<file path="src/hw/rtl/ewv_pkg.sv">
package ewv_pkg;

    localparam int WINDOW_DEFAULT = 16;

    localparam int COUNT_W    = 32;
    localparam int MS_W       = 16;
    localparam int TICK_SUM_W = 40;
    localparam int TIME_SUM_W = 24;
    localparam int VEL_W      = 40;

    // |tick_sum| * 256000 stays below 2^57, kept even for the radix-4 divider
    localparam int NUM_W       = 58;
    localparam int DIV_STEPS   = NUM_W / 2;
    localparam int DIV_CNT_W   = $clog2(DIV_STEPS);

    localparam logic [VEL_W-1:0] VEL_MAX = {1'b0, {(VEL_W-1){1'b1}}};
    localparam logic [VEL_W-1:0] VEL_MIN = {1'b1, {(VEL_W-1){1'b0}}};

    localparam logic CMD_SAMPLE    = 1'b0;
    localparam logic CMD_RESET_POS = 1'b1;

    typedef struct packed {
        logic                      command;
        logic signed [COUNT_W-1:0] encoder_count;
        logic        [MS_W-1:0]    elapsed_ms;
    } in_t;

    typedef struct packed {
        logic signed [VEL_W-1:0]   velocity_q8;
        logic                      velocity_valid;
        logic signed [COUNT_W-1:0] position_ticks;
    } out_t;

    typedef struct packed {
        logic capture;
        logic update;
        logic take_abs;
        logic scale;
        logic div_start;
        logic load_out;
    } cmd_t;

    typedef struct packed {
        logic div_busy;
    } sts_t;

endpackage

</file>
<file path="src/hw/rtl/ewv_divider.sv">
module ewv_divider (
    input  logic                              clk,
    input  logic                              rst_n,
    input  logic                              start,
    input  logic [ewv_pkg::NUM_W-1:0]         dividend,
    input  logic [ewv_pkg::TIME_SUM_W-1:0]    divisor,
    output logic                              busy,
    output logic [ewv_pkg::NUM_W-1:0]         quotient
);
    import ewv_pkg::*;

    logic                    busy_reg;
    logic [DIV_CNT_W-1:0]    cnt_reg;
    logic [NUM_W-1:0]        quo_reg;
    logic [TIME_SUM_W-1:0]   rem_reg;

    logic [NUM_W-1:0]        quo_next;
    logic [TIME_SUM_W-1:0]   rem_next;
    logic [TIME_SUM_W:0]     t1;
    logic [TIME_SUM_W:0]     t2;
    logic [TIME_SUM_W:0]     dext;
    logic [TIME_SUM_W-1:0]   r1;
    logic                    b1;
    logic                    b2;

    // two restoring steps per cycle
    always_comb
    begin
        dext     = {1'b0, divisor};
        t1       = {rem_reg, quo_reg[NUM_W-1]};
        b1       = (t1 >= dext);
        r1       = b1 ? TIME_SUM_W'(t1 - dext) : t1[TIME_SUM_W-1:0];
        t2       = {r1, quo_reg[NUM_W-2]};
        b2       = (t2 >= dext);
        rem_next = b2 ? TIME_SUM_W'(t2 - dext) : t2[TIME_SUM_W-1:0];
        quo_next = {quo_reg[NUM_W-3:0], b1, b2};
    end

    always_ff @(posedge clk or negedge rst_n)
    begin
        if (!rst_n)
        begin
            busy_reg <= 1'b0;
            cnt_reg  <= '0;
        end
        else if (start)
        begin
            busy_reg <= 1'b1;
            cnt_reg  <= '0;
        end
        else if (busy_reg)
        begin
            if (cnt_reg == DIV_CNT_W'(DIV_STEPS - 1))
            begin
                busy_reg <= 1'b0;
            end
            cnt_reg <= cnt_reg + 1'b1;
        end
    end

    always_ff @(posedge clk)
    begin
        if (start)
        begin
            quo_reg <= dividend;
            rem_reg <= '0;
        end
        else if (busy_reg)
        begin
            quo_reg <= quo_next;
            rem_reg <= rem_next;
        end
    end

    assign busy     = busy_reg;
    assign quotient = quo_reg;

endmodule

</file>
<file path="src/hw/rtl/ewv_datapath.sv">
module ewv_datapath #(
    parameter int WINDOW = ewv_pkg::WINDOW_DEFAULT
) (
    input  logic          clk,
    input  logic          rst_n,
    input  ewv_pkg::in_t  in_data,
    input  ewv_pkg::cmd_t cmd,
    output ewv_pkg::sts_t sts,
    output ewv_pkg::out_t out_data
);
    import ewv_pkg::*;

    localparam int PTR_W   = (WINDOW > 1) ? $clog2(WINDOW) : 1;
    localparam int ENTRY_W = COUNT_W + MS_W;

    logic [ENTRY_W-1:0]           ring_mem [WINDOW];
    logic [ENTRY_W-1:0]           rd_reg;

    logic [PTR_W-1:0]             ptr_reg;
    logic                         full_reg;
    logic signed [COUNT_W-1:0]    last_count_reg;
    logic signed [TICK_SUM_W-1:0] tick_sum_reg;
    logic [TIME_SUM_W-1:0]        time_sum_reg;

    logic signed [COUNT_W-1:0]    count_reg;
    logic [MS_W-1:0]              ms_reg;
    logic [TICK_SUM_W-1:0]        abs_reg;
    logic                         neg_reg;
    logic [NUM_W-1:0]             mag_reg;
    out_t                         out_reg;

    logic signed [COUNT_W-1:0]    delta;
    logic signed [COUNT_W-1:0]    evict_delta;
    logic [MS_W-1:0]              evict_ms;
    logic [NUM_W-1:0]             abs_ext;
    logic [NUM_W-1:0]             mag_next;
    logic                         div_busy;
    logic [NUM_W-1:0]             quotient;
    logic signed [VEL_W-1:0]      vel;
    out_t                         out_next;

    always_comb
    begin
        delta       = count_reg - last_count_reg;
        evict_delta = full_reg ? rd_reg[ENTRY_W-1:MS_W] : '0;
        evict_ms    = full_reg ? rd_reg[MS_W-1:0] : '0;
        // x * 256000 = (x << 18) - (x << 12) - (x << 11)
        abs_ext     = NUM_W'(abs_reg);
        mag_next    = (abs_ext << 18) - (abs_ext << 12) - (abs_ext << 11);
    end

    always_ff @(posedge clk)
    begin
        rd_reg <= ring_mem[ptr_reg];
        if (cmd.update)
        begin
            ring_mem[ptr_reg] <= {delta, ms_reg};
        end
    end

    always_ff @(posedge clk or negedge rst_n)
    begin
        if (!rst_n)
        begin
            ptr_reg        <= '0;
            full_reg       <= 1'b0;
            last_count_reg <= '0;
            tick_sum_reg   <= '0;
            time_sum_reg   <= '0;
        end
        else
        begin
            if (cmd.capture && (in_data.command == CMD_RESET_POS))
            begin
                last_count_reg <= '0;
            end
            if (cmd.update)
            begin
                last_count_reg <= count_reg;
                tick_sum_reg   <= tick_sum_reg + TICK_SUM_W'(delta)
                                  - TICK_SUM_W'(evict_delta);
                time_sum_reg   <= time_sum_reg + TIME_SUM_W'(ms_reg)
                                  - TIME_SUM_W'(evict_ms);
                if (ptr_reg == PTR_W'(WINDOW - 1))
                begin
                    ptr_reg  <= '0;
                    full_reg <= 1'b1;
                end
                else
                begin
                    ptr_reg <= ptr_reg + 1'b1;
                end
            end
        end
    end

    always_ff @(posedge clk)
    begin
        if (cmd.capture)
        begin
            count_reg <= in_data.encoder_count;
            ms_reg    <= in_data.elapsed_ms;
        end
        if (cmd.take_abs)
        begin
            neg_reg <= tick_sum_reg[TICK_SUM_W-1];
            abs_reg <= tick_sum_reg[TICK_SUM_W-1] ? TICK_SUM_W'(-tick_sum_reg)
                                                  : TICK_SUM_W'(tick_sum_reg);
        end
        if (cmd.scale)
        begin
            mag_reg <= mag_next;
        end
        if (cmd.load_out)
        begin
            out_reg <= out_next;
        end
    end

    ewv_divider u_divider (
        .clk      (clk),
        .rst_n    (rst_n),
        .start    (cmd.div_start),
        .dividend (mag_reg),
        .divisor  (time_sum_reg),
        .busy     (div_busy),
        .quotient (quotient)
    );

    // sign, saturation and zero time sum
    always_comb
    begin
        if (neg_reg)
        begin
            if (quotient > NUM_W'({1'b0, VEL_MIN}))
            begin
                vel = VEL_MIN;
            end
            else
            begin
                vel = -VEL_W'(quotient);
            end
        end
        else
        begin
            if (quotient > NUM_W'(VEL_MAX))
            begin
                vel = VEL_MAX;
            end
            else
            begin
                vel = VEL_W'(quotient);
            end
        end

        out_next.velocity_valid = (time_sum_reg != '0);
        out_next.velocity_q8    = out_next.velocity_valid ? vel : '0;
        out_next.position_ticks = last_count_reg;
    end

    assign sts.div_busy = div_busy;
    assign out_data     = out_reg;

endmodule

</file>
<file path="src/hw/rtl/ewv_ctrl.sv">
module ewv_ctrl (
    input  logic          clk,
    input  logic          rst_n,
    input  logic          in_valid,
    output logic          in_ready,
    input  logic          reset_cmd,
    output logic          out_valid,
    input  logic          out_ready,
    output ewv_pkg::cmd_t cmd,
    input  ewv_pkg::sts_t sts
);
    import ewv_pkg::*;

    typedef enum logic [2:0] {
        S_IDLE,
        S_UPDATE,
        S_ABS,
        S_SCALE,
        S_DIV_START,
        S_DIV_WAIT,
        S_OUT
    } state_t;

    state_t state_reg;
    state_t state_next;
    logic   out_valid_reg;
    logic   out_valid_next;

    always_comb
    begin
        state_next = state_reg;
        cmd        = '0;
        in_ready   = 1'b0;
        case (state_reg)
            S_IDLE:
            begin
                in_ready = 1'b1;
                if (in_valid)
                begin
                    cmd.capture = 1'b1;
                    state_next  = (reset_cmd == CMD_RESET_POS) ? S_ABS : S_UPDATE;
                end
            end
            S_UPDATE:
            begin
                cmd.update = 1'b1;
                state_next = S_ABS;
            end
            S_ABS:
            begin
                cmd.take_abs = 1'b1;
                state_next   = S_SCALE;
            end
            S_SCALE:
            begin
                cmd.scale  = 1'b1;
                state_next = S_DIV_START;
            end
            S_DIV_START:
            begin
                cmd.div_start = 1'b1;
                state_next    = S_DIV_WAIT;
            end
            S_DIV_WAIT:
            begin
                if (!sts.div_busy)
                begin
                    state_next = S_OUT;
                end
            end
            S_OUT:
            begin
                if (!out_valid_reg || out_ready)
                begin
                    cmd.load_out = 1'b1;
                    state_next   = S_IDLE;
                end
            end
            default:
            begin
                state_next = S_IDLE;
            end
        endcase

        if (cmd.load_out)
        begin
            out_valid_next = 1'b1;
        end
        else if (out_ready)
        begin
            out_valid_next = 1'b0;
        end
        else
        begin
            out_valid_next = out_valid_reg;
        end
    end

    always_ff @(posedge clk or negedge rst_n)
    begin
        if (!rst_n)
        begin
            state_reg     <= S_IDLE;
            out_valid_reg <= 1'b0;
        end
        else
        begin
            state_reg     <= state_next;
            out_valid_reg <= out_valid_next;
        end
    end

    assign out_valid = out_valid_reg;

endmodule

</file>
<file path="src/hw/rtl/encoder_window_velocity.sv">
// channel   signals                       payload
// input     in_valid / in_ready           in_data  : command, encoder_count, elapsed_ms
// output    out_valid / out_ready         out_data : velocity_q8, velocity_valid,
//                                                    position_ticks
//
// one transaction in flight; the next input is taken in the cycle in which the result
// appears at the output, once the output register has taken it, which can stall on out_ready
// the 58-by-24-bit radix-4 divider (29 steps) takes the largest share of the work per item
// rst_n clears the sums, the ring pointer and fill flag; the ring needs no clearing pass
// the output register holds one result while the next item is taken and worked on
module encoder_window_velocity #(
    parameter int WINDOW = ewv_pkg::WINDOW_DEFAULT
) (
    input  logic          clk,
    input  logic          rst_n,
    input  logic          in_valid,
    output logic          in_ready,
    input  ewv_pkg::in_t  in_data,
    output logic          out_valid,
    input  logic          out_ready,
    output ewv_pkg::out_t out_data
);
    import ewv_pkg::*;

    cmd_t cmd;
    sts_t sts;

    ewv_ctrl u_ctrl (
        .clk       (clk),
        .rst_n     (rst_n),
        .in_valid  (in_valid),
        .in_ready  (in_ready),
        .reset_cmd (in_data.command),
        .out_valid (out_valid),
        .out_ready (out_ready),
        .cmd       (cmd),
        .sts       (sts)
    );

    ewv_datapath #(
        .WINDOW (WINDOW)
    ) u_datapath (
        .clk      (clk),
        .rst_n    (rst_n),
        .in_data  (in_data),
        .cmd      (cmd),
        .sts      (sts),
        .out_data (out_data)
    );

`ifndef SYNTHESIS
    a_busy_blocks_input : assert property (@(posedge clk) disable iff (!rst_n)
        sts.div_busy |-> !in_ready)
        else $error("input ready while divider busy");

    a_one_in_flight : assert property (@(posedge clk) disable iff (!rst_n)
        (in_valid && in_ready) |=> !in_ready)
        else $error("second transaction taken while one is in flight");

    a_invalid_is_zero : assert property (@(posedge clk) disable iff (!rst_n)
        (out_valid && !out_data.velocity_valid) |-> (out_data.velocity_q8 == '0))
        else $error("nonzero velocity with zero time sum");
`endif

endmodule

</file>
<file path="config.mk">
export PLATFORM = sky130hd
export DESIGN_NAME = encoder_window_velocity
export DESIGN_NICKNAME = d
export VERILOG_FILES = /design/src/hw/rtl/ewv_pkg.sv /design/src/hw/rtl/ewv_divider.sv /design/src/hw/rtl/ewv_datapath.sv /design/src/hw/rtl/ewv_ctrl.sv /design/src/hw/rtl/encoder_window_velocity.sv
export SDC_FILE = /design/constraint.sdc
export NUM_CORES = 2
export LEC_CHECK = 0
export BUFFER_PORTS_ARGS = -buffer_cell sky130_fd_sc_hd__buf_2
export CORE_MARGIN = 2
export CORE_UTILIZATION = 45
export CTS_CLUSTER_SIZE = 10
export DETAILED_ROUTE_END_ITERATION = 8
export PLACE_DENSITY = 0.68
export SYNTH_ARGS = -nofsm -noshare
export SYNTH_HDL_FRONTEND = slang
export SYNTH_HIERARCHICAL = 1
export SYNTH_SLANG_ARGS = --single-unit
</file>
<file path="constraint.sdc">
create_clock -name clk -period 6.5 [get_ports clk]
set_input_delay 0.65 -clock clk [delete_from_list [all_inputs] [get_ports clk]]
set_output_delay 0.65 -clock clk [all_outputs]
set_load 0.02 [all_outputs]
</file>
==> summary.txt <==
outcome - completed
Hold WC Path Type - input pin to flip-flop
slowest cell on the critical path - fa_1
Slew @ Worst Pin - 1.27 ns
clock-pin slew on the worst setup and hold paths - 0.06 ns
layout cells sized above 1 - 16.6%
flops & latches, synth - 1,218
clk buf depth - 3
CP Data Required Time - 7.15 ns
worst hold margin - 0.0636 ns
Antenna Nets Post-Route - 0
Hold Violations, Final - 0
worst setup slack after layout - 0.393 ns
Setup WS pre-CTS - 0.171 ns
site row count - 132
Post-Synth Adder-Cell Area - 7.51%
via count - 35,248
Max Freq - 164 MHz
Avg WL per Cell - 21.8 um
Inserted Clock Buffers - 142
drt via density - 5.67
routed wl met3 - 9560 um
total wire length - 135,000 um
Setup Skew - 0.0390 ns
fin nets - 4,716
Post-synth ARST share - 9.11%
Synth Area in Compound Gates - 8.88%
drt drc - 0
root buf cell - clkbuf_16
hpwl dp - 86,500 um
number of flops mapped to enable cells by yosys - 1,035
CTS tree - built
number of buffers added on ports - 127
Crit. End Element - flip-flop
GP Congestion - 0.859
WL met1 - 59,000 um
crit-path max cell delay - 0.48 ns
Initial Utilization - 45.5%
fin crit share - 94.0%
Worst slew margin - 15.3%
top sig layer - met5
post-synthesis mux area share - 10.7%
CP Class - flip-flop to flip-flop
max reg flops - 768
ys flop type - edfxtp_1
Final Critical Period - 6.11 ns
die height - 366 um
Avg Inst Size Synth - 14.2 um2
Arrival @ worst endpoint - 6.75 ns
CP Launch Type - flip-flop
iteration-0 DRC count of the detailed router - 3,396
Layout Area Growth over Synthesis - 12.5%
die area - 134,000 um2
Mapped Cells - 4,161
initial antenna violation count - 4
met2 wire length - 64,400 um
CTS sink count - 1,218
IO Pins - 128
GRT overflow - 0
most frequent cells in the layout - edfxtp_1, inv_1, mux4_2
yosys warns - 6
Critical Path Most Common Cell - inv_1
Setup-failing EPs final - 0
XOR/XNOR Fraction of Synth Area - 3.14%
Post-Synth Simple-Gate Area - 6.51%
Die Span X - 366 um
depth of the CTS H-tree - 4
# Max-Cap Violations - 0
first-pass GRT wire length - 209,000 um
vias in the first global route - 34,875
sequential area share after synthesis - 59.7%
Slew Viols, Final - 0
Mapped Area - 59,100 um2
combinational family with the most area after synthesis - multiplexers
Distinct cells, synth - 85
clk_lat worst skew - 0.77 ns
utilization after layout - 51.2%
drt first pass iters - 6
most common cell after layout, fill and taps aside - edfxtp_1
critical path's top delay family - compound AO/OA/AOI/OAI gates
Reg with most FFs - u_datapath/ring_mem
Buf+Inv Stages, Crit Path - 3
core area - 130,000 um2
CP max FO - 4
largest net degree at the start of global routing - 97
gr usage total - 20.1%
==> what timing repair did <==
item                                    4_1_cts  5_1_grt
hold buffers                                  3        0
setup buffers                                 0        1
endpoints found under the setup margin        0        8
hold endpoints to repair                     56        0
resized for setup                             0        9
==> cells in the mapped netlist, types with 7 or more instances <==
cell	n	share of area [%]
a221oi_1	12	0.18
inv_1	382	2.4
o41ai_1	14	0.21
xnor2_1	161	2.4
nand3_1	50	0.42
or4_1	11	0.14
nor4_1	35	0.37
mux4_2	240	9.1
mux2i_1	23	0.39
a22o_1	34	0.50
nor2_1	141	0.90
o21a_1	20	0.25
clkbuf_1	138	0.88
nand4_1	39	0.41
a211oi_1	26	0.33
xor2_1	51	0.76
or3_1	16	0.17
nand2b_1	40	0.42
buf_1	21	0.13
dfxtp_1	72	2.4
a311oi_1	13	0.19
nand4b_1	14	0.21
a21oi_1	196	1.7
and2_1	51	0.54
nor2b_1	28	0.30
o21bai_1	25	0.32
nor3_1	57	0.48
o31ai_1	35	0.44
and3_1	21	0.22
a41oi_1	7	0.10
fa_1	91	3.1
a21o_1	98	1.2
a21boi_0	13	0.17
edfxtp_1	1035	53
mux2_2	61	1.2
nand3b_1	9	0.11
nand2_1	204	1.3
o21ai_0	202	1.7
dfrtp_1	111	4.7
a31oi_1	33	0.35
ha_1	209	4.4
o211ai_1	15	0.19
==> kinds of logic after synthesis <==
family | count (synthesis)
flip-flops | 1218
AO/OA/AOI/OAI | 806
AND/OR/NAND/NOR | 748
buffers and inverters | 552
multiplexers | 324
adder cells (fa/ha/maj) | 300
XOR/XNOR | 212
other | 1
==> final timing paths <==
check                                                    startpoint                                      end  slack [ns]  cells past startpoint
setup / recovery                  u_datapath/count_reg[0]$_DFFE_PP_  u_datapath/tick_sum_reg[38]$_DFFE_PN0P_        0.39                     27
hold / removal                                          in_data[33]       u_datapath/count_reg[17]$_DFFE_PP_        0.06                      1
setup reg to reg                  u_datapath/count_reg[0]$_DFFE_PP_  u_datapath/tick_sum_reg[38]$_DFFE_PN0P_        0.39                     27
hold reg to reg            u_datapath/last_count_reg[6]$_DFFE_PN0P_         u_datapath/out_data[6]$_DFFE_PP_        0.47                      0
max in group asynchronous                                     rst_n  u_datapath/tick_sum_reg[38]$_DFFE_PN0P_        4.75                      3
min in group asynchronous                                     rst_n             u_ctrl/out_valid$_DFFE_PN0P_        0.45                      2
==> final cells by class <==
| cell class | instances | area (um2) |
|---|---|---|
| tap | 1742 | 2180 |
| clock inverter | 19 | 313 |
| clock buffer | 236 | 3950 |
| fill | 10740 | 63500 |
| multi-input combinational | 2401 | 21900 |
| inverter | 383 | 1440 |
| antenna | 1 | 2.50 |
| sequential | 1218 | 35300 |
| timing repair buffer | 217 | 1360 |
==> per-stage QoR <==
step / instance area (um2) / instances / TNS, ns
final: 66500 / 6217 / 0
after global placement: 62200 / 5957 / 0
after floorplan: 59200 / 4171 / 0
after global routing: 66500 / 6216 / -0.00477
after CTS: 66500 / 6215 / 0
after detailed placement: 62200 / 5957 / 0
==> per-layer routing <==
layer,track usage (%),vias to the layer above
li1,-,16152
met1,28.1,17703
met2,32.5,1206
met3,4.00,185
met4,4.78,2
met5,0,-
Power is not shown: default switching activity piles up to over one toggle a cycle in this logic, so the estimate is an artifact.
